===== src/rtl/core/etcd_pkg.sv =====
// Package for the epoch to calendar date converter.
// Holds shared widths, the offset reset value, the stage-to-stage struct and the year helper functions.
// No dependencies.
`default_nettype none
package etcd_pkg;

  localparam int unsigned EpochW = 32;
  localparam int unsigned OffW   = 17;
  localparam logic signed [OffW-1:0] OffReset = 17'sd25200;

  // days since 1970-01-01 for 2^32 seconds stay below 49711
  localparam int unsigned DayW   = 16;

  // first-stage result handed to the calendar unit
  typedef struct packed {
    logic [DayW-1:0] days;
    logic [4:0]      hour;
    logic [5:0]      minute;
    logic [2:0]      wday;
  } etcd_tod_t;

  // day number of Jan 1 of year 1970 + yo, 1970..2106
  // leap years before it: one per four years from 1972, less 2100 once past it
  function automatic logic [DayW-1:0] year_start(input logic [7:0] yo);
    logic [DayW-1:0] d;
    d = DayW'(yo) * DayW'(365) + DayW'((9'(yo) + 9'd1) >> 2);
    if (yo >= 8'd131) d = d - DayW'(1);
    return d;
  endfunction

  function automatic logic is_leap(input logic [11:0] y);
    return (y[1:0] == 2'b00) && ((y != 12'd1800) && (y != 12'd1900)
           && (y != 12'd2100) || (y == 12'd2000));
  endfunction

endpackage
`default_nettype wire


===== src/rtl/core/etcd_cal.sv =====
// Calendar stages: day count to year, month and day of month.
// Depends on etcd_pkg.
`default_nettype none
module etcd_cal (
  input  wire logic                 clk,
  input  wire logic                 rst_n,
  input  wire logic                 adv,
  input  wire logic                 in_vld,
  input  etcd_pkg::etcd_tod_t       tod,
  output logic                      vld_o,
  output etcd_pkg::etcd_tod_t       tod_o,
  output logic [11:0]               year_o,
  output logic [3:0]                month_o,
  output logic [4:0]                mday_o
);

  logic                   v1_r, v2_r;
  etcd_pkg::etcd_tod_t    t1_r, t2_r;
  logic [7:0]             yo_r;
  logic [8:0]             doy_r;
  logic                   leap_r;
  logic [3:0]             mon_r;
  logic [4:0]             mday_r;

  logic [15:0] dadj;
  logic [17:0] yx;
  logic [37:0] yp;
  logic [7:0]  yo;
  logic [15:0] ys;
  logic [11:0] yr;
  logic [8:0]  d;
  logic [3:0]  m;
  logic [8:0]  cum [13];

  // year: insert a virtual Feb 29 2100 (day 47541 is Mar 1 2100) so every
  // fourth year is leap, then yo = (4*days + 2) / 1461 via ceil(2^30/1461)
  always_comb begin
    dadj = tod.days + 16'(tod.days >= 16'd47541);
    yx   = {dadj, 2'b00} + 18'd2;
    yp   = {20'd0, yx} * 38'd734937;
    yo   = 8'(yp >> 30);
    ys   = etcd_pkg::year_start(yo);
  end

  // month from day of year by compare against cumulative lengths
  always_comb begin
    cum[0]  = 9'd0;   cum[1]  = 9'd31;  cum[2]  = 9'd59;  cum[3]  = 9'd90;
    cum[4]  = 9'd120; cum[5]  = 9'd151; cum[6]  = 9'd181; cum[7]  = 9'd212;
    cum[8]  = 9'd243; cum[9]  = 9'd273; cum[10] = 9'd304; cum[11] = 9'd334;
    cum[12] = 9'd365;
    for (int i = 2; i < 13; i++) cum[i] = cum[i] + 9'(leap_r);
    m = 4'd0;
    for (int i = 1; i < 12; i++) if (doy_r >= cum[i]) m = 4'(i);
    d = doy_r - cum[m];
  end

  assign yr = 12'd1970 + {4'd0, yo_r};

  always_ff @(posedge clk) begin
    if (!rst_n) begin
      v1_r <= 1'b0;
      v2_r <= 1'b0;
    end else if (adv) begin
      v1_r <= in_vld;
      v2_r <= v1_r;
    end
  end

  always_ff @(posedge clk) begin
    if (adv) begin
      t1_r   <= tod;
      yo_r   <= yo;
      doy_r  <= 9'(tod.days - ys);
      leap_r <= etcd_pkg::is_leap(12'd1970 + {4'd0, yo});
      t2_r   <= t1_r;
      mon_r  <= m;
      mday_r <= 5'(d + 9'd1);
      year_o <= yr;
    end
  end

  assign vld_o   = v2_r;
  assign tod_o   = t2_r;
  assign month_o = mon_r;
  assign mday_o  = mday_r;

endmodule
`default_nettype wire

===== config.mk =====
export PLATFORM = sky130hd
export DESIGN_NAME = etcd_cal
export DESIGN_NICKNAME = d
export VERILOG_FILES = /design/src/rtl/core/etcd_pkg.sv /design/src/rtl/core/etcd_cal.sv
export SDC_FILE = /design/constraint.sdc
export NUM_CORES = 1
export LEC_CHECK = 0
export BUFFER_PORTS_ARGS = -buffer_cell sky130_fd_sc_hd__buf_2
export CORE_ASPECT_RATIO = 0.5
export CORE_MARGIN = 1.5
export CORE_UTILIZATION = 45
export CTS_CLUSTER_DIAMETER = 100
export CTS_CLUSTER_SIZE = 24
export DETAILED_ROUTE_END_ITERATION = 6
export PLACE_DENSITY = 0.59
export SYNTH_ARGS = -nofsm -noshare
export SYNTH_HDL_FRONTEND = slang
export SYNTH_SLANG_ARGS = --single-unit

===== constraint.sdc =====
create_clock -name clk -period 22.4 [get_ports clk]
set_input_delay 4.48 -clock clk [delete_from_list [all_inputs] [get_ports clk]]
set_output_delay 4.48 -clock clk [all_outputs]
set_load 0.1 [all_outputs]

==> results of run 1 <==
cell usage in the layout, fill, tap and decap left out, types with 4 or more instances in the layout:
master       n
a21o_1      12
a21oi_1     43
a31oi_1      7
and3_1       6
buf_2       84
clkbuf_16    9
edfxtp_1    99
fa_1       128
ha_1       195
inv_1      271
nand2_1     44
nand2b_1     9
nand3_1     22
nand4_1      6
nor2_1      25
nor2b_1     14
nor3_1      14
o211ai_1     6
o21a_1       6
o21ai_0     23
o21ai_1      4
o21bai_1     8
xnor2_1     47
xor2_1      26
registers in the layout, indices dropped and copies added (netlist names):
name     count
t1_r        30
v1_r         1
mday_o       5
leap_r       1
month_o      4
year_o      12
doy_r        9
tod_o       30
yo_r         8
vld_o        1
metal layers:
metal  global-route usage [%]  up-vias  share of wire (%)
li1                         -     3746                  -
met1                     26.8     3738                 49
met2                     34.4      103                 47
met3                     2.71       11                3.1
met4                     3.88        0               0.85
met5                        0        -                  0
cells by family after synthesis:
family	count (synthesis)	synth area share [%]
mux	3	0.259
compound gates	147	8.63
fa+ha+maj	323	43.2
flops	101	26.0
xor+xnor	75	5.90
buf+inv	283	9.37
simple gates	155	6.65
stage by stage:
| stage | worst slack (ns) | cell area (um^2) | hold WS (ns) | cells |
|---|---|---|---|---|
| after detailed placement | 4.69 | 12400 | 0.405 | 1506 |
| after CTS | 5.01 | 12700 | 0.422 | 1522 |
| after floorplan | 6.62 | 11600 | 0.400 | 1087 |
| after global routing | 4.01 | 12700 | 0.427 | 1522 |
| final | 4.95 | 12700 | 0.421 | 1522 |
| after global placement | 4.82 | 12400 | 0.401 | 1506 |
layout make-up:
class                      count  area share (%)
clock inverter                 7           0.572
multi-input combinational    703            59.0
sequential                   101            23.7
clock buffer                   9            1.78
inverter                     271            8.02
tap                          344            3.39
timing repair buffer          87            3.49
how the worst max path moves through the flow:
| stage | startpoint | to | slack [ns] |
|---|---|---|---|
| after CTS | tod[16] | doy_r[8] | 5.01 |
| after floorplan | tod[14] | doy_r[8] | 6.62 |
| after detailed placement | tod[15] | doy_r[8] | 4.69 |
| final | tod[16] | doy_r[8] | 4.95 |
| after global routing | tod[15] | doy_r[8] | 4.01 |
| after global placement | tod[16] | doy_r[8] | 4.82 |
==> results.toml, run 1 <==
[floorplan]
io_pins = 86
die_w_um = 230
die_h_um = 116
dieArea_um2 = 26800
start_util_pct = 45.9
row_count = 41
core_um2 = 25200

[hold_path]
worst_hold_startpoint = "t1_r[18]"
worst_hold_path_type = "reg2reg"
whs_endpoint = "tod_o[18]"
whs_path_depth = 0

[sta]
maxSlewHeadroom_pct = 29.1
tightest_slew_ns = 1.06
min_period_over_period_pct = 77.9
finalMaxSlewViolations = 0
finalSetupViolations = 0
clock.fmax_ghz = 0.0573
setup_tns_ns = 0
rsz0062_at_grt = "no"
period_needed_ns = 17.45
skew_ns = 0.00922
hold_violations = 0

[clock_tree]
ctsHoldBuffers = 0
cts_buffer_depth = 2
tritoncts = "yes"
numClockSinks = 101
cts_resized = 0
path_clk_slew_ns = 0.08
numCtsBuffers = 9
cts-root-buf = "clkbuf_16"
clk_latency_ns = 0.35
htreeDepth = 3
cts_setup_buffers = 0

[route]
num_vias = 7598
wirelength_um = 24700
initialDrtViolationCount = 299
avgRoutedWirePerCell_um = 16.2
route.antenna.remaining_nets = 0
drtPass1Iterations = 4
drc = 0
viasPerCell = 4.99

[logic_synthesis]
ys_top_cells_by_count = "inv_1, ha_1, fa_1, edfxtp_1, xnor2_1"
synthCells = 1087
synth_largest_area_cell = "edfxtp_1"
synthFlopType = "edfxtp_1"
synth_area_um2 = 11600
yosysUniqueCellTypes = 65
syn_nets = 1444
synth.avg_cell_area_um2 = 10.7
synth_edf_count = 99
yosysWarnings = 0
synth.area.top_cells = "edfxtp_1, fa_1, ha_1, inv_1, xnor2_1"
yosysMostFrequentCell = "inv_1"
yosys_register_bits = 101
synth_top_area_share_pct = 25.7
synthArstFlopShare_pct = 0
ys_seq_area_share_pct = 26.0

[finish]
nNetsFinal = 1530
drive_gt1_share_pct = 9.68
seqCellArea_um2 = 3010
layout-area-overhead-vs-synth_pct = 9.52
num_antenna_cells = 0
finish.utilization_pct = 50.3
multi_input_area_um2 = 7490
fillers = 2374

[run_status]
outcome = "complete, no violations"

[global_route]
grt_pass1_wl_um = 40900
grt_antenna_before_repair = 0
grt_use_total_pct = 19.8
grt_max_degree = 72
grt_overflow = 0
grt_pass1_vias = 7981

[place]
dp_hpwl_um = 21200
port_buffers = 85
place.gp.congestion = 0.888

[worst_setup_path]
cp_num_cells = 50
crit_buf_inv = 7
crit_required_ns = 22.51
cpMostUsedCell = "ha_1"
cp-start-kind = "input pin"
r2r-start = "leap_r"
crit_path_end_kind = "flip-flop"
reg2reg_depth = 19
cpLargestDelayFamily = "adder cells"
slowest_stage = "fa_1"
worst-path-max-fanout = 12
arrival_ns = 17.56
slowest_delay_ns = 0.62
critPathKind = "in2reg"
r2r_end = "mday_o[4]"
regToRegSetupSlack_ns = 17.45

[run]
maxCapViolCount = 0
Power of run 1 is not shown: default switching activity piles up to over one toggle a cycle in this logic, so the estimate is an artifact.
==> inputs of run 2 (changes only) <==
==> constraint.sdc (replaced) <==
create_clock -name clk -period 17.5 [get_ports clk]
set_input_delay 3.5 -clock clk [delete_from_list [all_inputs] [get_ports clk]]
set_output_delay 3.5 -clock clk [all_outputs]
set_load 0.1 [all_outputs]
==> results.toml, run 2 (synthesis results as in run 1) <==
[route]
drc = 0
initialDrtViolationCount = 341
viasPerCell = 5.04
avgRoutedWirePerCell_um = 16.2
drtPass1Iterations = 5
route.antenna.remaining_nets = 0
wirelength_um = 24600
num_vias = 7673

[finish]
final_area_um2 = 12700
final_cell_mix = "inv_1, ha_1, fa_1"
layout-area-overhead-vs-synth_pct = 9.62
final_common_cell = "inv_1"
num_antenna_cells = 0
final_cells = 1522
nNetsFinal = 1530
drive_gt1_share_pct = 9.68

[floorplan]
core_um2 = 25200
dieArea_um2 = 26800
die_h_um = 116
die_w_um = 230
io_pins = 86
row_count = 41
start_util_pct = 45.9

[global_route]
grt_pass1_vias = 8048
grt_use_total_pct = 19.7
grt_max_degree = 72
grt_overflow = 0
grt_pass1_wl_um = 41000
grt_antenna_before_repair = 0

[sta]
min_period_over_period_pct = 94.5
period_needed_ns = 16.54
maxSlewHeadroom_pct = 29.0
skew_ns = 0.00691
finalSetupViolations = 0
clock.fmax_ghz = 0.0604
rsz0062_at_grt = "no"
hold_violations = 0
finalMaxSlewViolations = 0
setup_tns_ns = 0
tightest_slew_ns = 1.06

[clock_tree]
cts_buffer_depth = 2
cts-root-buf = "clkbuf_16"
numClockSinks = 101
tritoncts = "yes"
clk_latency_ns = 0.35
numCtsBuffers = 9
ctsHoldBuffers = 0
htreeDepth = 3
cts_resized = 0
path_clk_slew_ns = 0.08
cts_setup_buffers = 0

[worst_setup_path]
crit_path_end_kind = "flip-flop"
cp-start-kind = "input pin"
worst-path-max-fanout = 12
cpMostUsedCell = "ha_1"
crit_buf_inv = 7
arrival_ns = 16.65
regToRegSetupSlack_ns = 12.61
reg2reg_depth = 18
critPathKind = "in2reg"
slowest_stage = "xnor2_1"
cpLargestDelayFamily = "adder cells"
r2r_end = "mday_o[4]"
crit_required_ns = 17.61
slowest_delay_ns = 0.71
r2r-start = "leap_r"

[hold_path]
whs_path_depth = 0
whs_endpoint = "tod_o[20]"
worst_hold_startpoint = "t1_r[20]"
worst_hold_path_type = "reg2reg"

[place]
place.gp.congestion = 0.888
dp_hpwl_um = 21100
dp.cells = 1506
port_buffers = 85
placed_area_um2 = 12400

[run]
maxCapViolCount = 0

[run_status]
outcome = "complete, no violations"
-- run 2: through the flow --
stage	util (%)	worst slack, ns	hold slack, ns
4_1_cts	50.3	1.11	0.420
3_3_place_gp	49.1	0.909	0.401
3_5_place_dp	49.1	0.792	0.405
5_1_grt	50.3	0.256	0.427
6_report	50.3	0.957	0.419
2_1_floorplan	-	2.70	0.400
-- run 2: routing by layer --
layer  part of all wire [%]  up-vias  GRT usage, %
li1                       -     3749             -
met1                     49     3782          26.9
met2                     47      124          34.2
met3                    3.4       18          2.69
met4                   0.99        0          3.62
met5                      0        -             0
-- run 2: worst max-delay path by stage --
| stage | endpoint | slack (ns) | from | cells after the start |
|---|---|---|---|---|
| 6_report | doy_r[8] | 0.96 | tod[16] | 50 |
| 5_1_grt | doy_r[8] | 0.26 | tod[16] | 49 |
| 4_1_cts | doy_r[8] | 1.11 | tod[16] | 49 |
| 3_5_place_dp | doy_r[8] | 0.79 | tod[16] | 49 |
| 3_3_place_gp | doy_r[8] | 0.91 | tod[16] | 49 |
| 2_1_floorplan | doy_r[8] | 2.70 | tod[14] | 49 |
-- run 2: worst register-to-register path: cells and delay by family, from the launching register on --
family | cells | cell delay, ns
AO/OA/AOI/OAI | 8 | 1.94
XOR/XNOR | 2 | 0.23
adder cells (fa/ha/maj) | 4 | 1.25
buffers and inverters | 1 | 0.21
flip-flops | 1 | 0.49
AND/OR/NAND/NOR | 3 | 0.52
-- run 2: final cells by class --
type                       instances  area [um^2]
fill                            2356        12500
multi-input combinational        703         7490
sequential                       101         3010
inverter                         271         1020
timing repair buffer              87          443
tap                              344          430
clock buffer                       9          225
clock inverter                     7         85.1
Power of run 2 is left out for the same reason.
==> inputs of run 3 (changes only) <==
--- a/config.mk
+++ b/config.mk
@@ -5,14 +5,15 @@
 export SDC_FILE = /design/constraint.sdc
 export NUM_CORES = 1
 export LEC_CHECK = 0
+export ABC_AREA = 1
 export BUFFER_PORTS_ARGS = -buffer_cell sky130_fd_sc_hd__buf_2
 export CORE_ASPECT_RATIO = 0.5
 export CORE_MARGIN = 1.5
 export CORE_UTILIZATION = 45
 export CTS_CLUSTER_DIAMETER = 100
-export CTS_CLUSTER_SIZE = 24
+export CTS_CLUSTER_SIZE = 12
 export DETAILED_ROUTE_END_ITERATION = 6
-export PLACE_DENSITY = 0.59
+export PLACE_DENSITY = 0.58
 export SYNTH_ARGS = -nofsm -noshare
 export SYNTH_HDL_FRONTEND = slang
 export SYNTH_SLANG_ARGS = --single-unit
==> results.toml, run 3 <==
[run_status]
outcome = "complete, no violations"

[place]
dp_hpwl_um = 25300
port_buffers = 85
dp.cells = 1768
place_ws_ns = 0.895
place.gp.congestion = 0.912

[worst_setup_path]
cpLargestDelayFamily = "adder cells"
cpMostUsedCell = "inv_1"
arrival_ns = 16.35
slowest_delay_ns = 0.58
crit_start = "tod[16]"
critPathKind = "in2reg"
crit_path_end_kind = "flip-flop"
crit_required_ns = 17.60
worst-path-max-fanout = 9
slowest_stage = "fa_1"
crit_buf_inv = 13
cp-start-kind = "input pin"
r2r-start = "leap_r"

[global_route]
grt_use_total_pct = 21.7
grt_pass1_vias = 9251
grt_antenna_before_repair = 0
grt_pass1_wl_um = 47600
grt_max_degree = 61
grt_overflow = 0

[sta]
period_needed_ns = 16.25
fin_ws_ns = 1.25
setup_tns_ns = 0
finalSetupViolations = 0
clock.fmax_ghz = 0.0615
maxSlewHeadroom_pct = 42.8
hold_violations = 0
finalMaxSlewViolations = 0
skew_ns = 0.00822
rsz0062_at_grt = "no"
min_period_over_period_pct = 92.9
tightest_slew_ns = 0.855

[logic_synthesis]
yosysMostFrequentCell = "inv_1"
synth.area.top_cells = "edfxtp_1, fa_1, ha_1, inv_1, nand2_1"
yosysWarnings = 0
yosys_register_bits = 101
synth.avg_cell_area_um2 = 9.22
synth_largest_area_cell = "edfxtp_1"
synth_edf_count = 99
ys_seq_area_share_pct = 24.6
synth_top_area_share_pct = 24.3
ys_top_cells_by_count = "inv_1, ha_1, nand2_1, fa_1, edfxtp_1"
synthCells = 1329
synthFlopType = "edfxtp_1"
synthArstFlopShare_pct = 0
syn_nets = 1686
yosysUniqueCellTypes = 45
synth_area_um2 = 12300

[route]
num_vias = 8929
viasPerCell = 5.01
route.antenna.remaining_nets = 0
wirelength_um = 29100
met3_wirelength_um = 1420
top_layer = "met4"
wl_met1_um = 13400
initialDrtViolationCount = 535
wl_met2_um = 13700
avgRoutedWirePerCell_um = 16.3
drtPass1Iterations = 5
drc = 0

[finish]
drive_gt1_share_pct = 10.9
final_cells = 1784
nNetsFinal = 1784
num_antenna_cells = 0
final_cell_mix = "inv_1, ha_1, nand2_1"
final_common_cell = "inv_1"
layout-area-overhead-vs-synth_pct = 10.1

[floorplan]
io_pins = 86
die_w_um = 236
row_count = 42
start_util_pct = 46.1
dieArea_um2 = 28300
core_um2 = 26600
die_h_um = 120

[clock_tree]
numCtsBuffers = 9
clk_latency_ns = 0.35
htreeDepth = 3
tritoncts = "yes"
numClockSinks = 101
cts-root-buf = "clkbuf_16"
cts_setup_buffers = 0
path_clk_slew_ns = 0.07
ctsHoldBuffers = 0
cts_resized = 0
cts_buffer_depth = 2

[run]
maxCapViolCount = 0

[hold_path]
worst_hold_startpoint = "t1_r[21]"
worst_hold_path_type = "reg2reg"
==> run 3: changes by cell type after synthesis, moves of 8 or more <==
cell,previous run,this run
nor2b_1,14,0
nand2b_1,9,0
xnor2_1,47,12
a21oi_1,43,51
inv_2,0,9
nand3_1,22,46
inv_1,271,331
xor2_1,26,41
nand2_2,0,13
nand2_1,44,177
nor2_1,25,80
==> run 3: area by class of cell <==
class | instances | area [um^2]
flip-flops and latches | 101 | 3010
inverters | 340 | 1280
repair buffers | 90 | 465
well taps | 352 | 440
clock buffers | 9 | 225
clock inverters | 7 | 119
fillers | 2513 | 13100
multi-input cells | 885 | 7950
==> run 3: path summary, 6_finish.rpt <==
| kind | to | slack, ns | cells after the start |
|---|---|---|---|
| max reg2reg | mday_o[3] | 13.09 | 27 |
| min reg2reg | tod_o[21] | 0.42 | 0 |
| min | tod_o[21] | 0.42 | 0 |
| max | doy_r[8] | 1.25 | 67 |
==> run 3: kinds of logic (layout without fill, tap and decap cells) <==
| group | count (synthesis) | count (layout) | synth area share, % |
|---|---|---|---|
| buf+inv | 343 | 446 | 10.5 |
| fa+ha+maj | 323 | 323 | 40.8 |
| compound gates | 122 | 122 | 5.80 |
| flops | 101 | 101 | 24.6 |
| simple gates | 387 | 387 | 14.5 |
| xor+xnor | 53 | 53 | 3.79 |
==> run 3: metrics by stage <==
| stage | area, um^2 | hold WS [ns] | util, % |
|---|---|---|---|
| after floorplan | 12300 | 0.400 | - |
| after global placement | 13100 | 0.400 | 49.4 |
| after detailed placement | 13100 | 0.405 | 49.4 |
| after CTS | 13500 | 0.421 | 50.7 |
| after global routing | 13500 | 0.418 | 50.7 |
| final | 13500 | 0.419 | 50.7 |
==> run 3: metal layers <==
layer	global-route usage [%]	vias to the layer above
met5	0	-
met1	28.8	4281
met4	5.37	0
met2	37.1	186
li1	-	4427
met3	3.66	35
Power of run 3 is left out for the same reason.
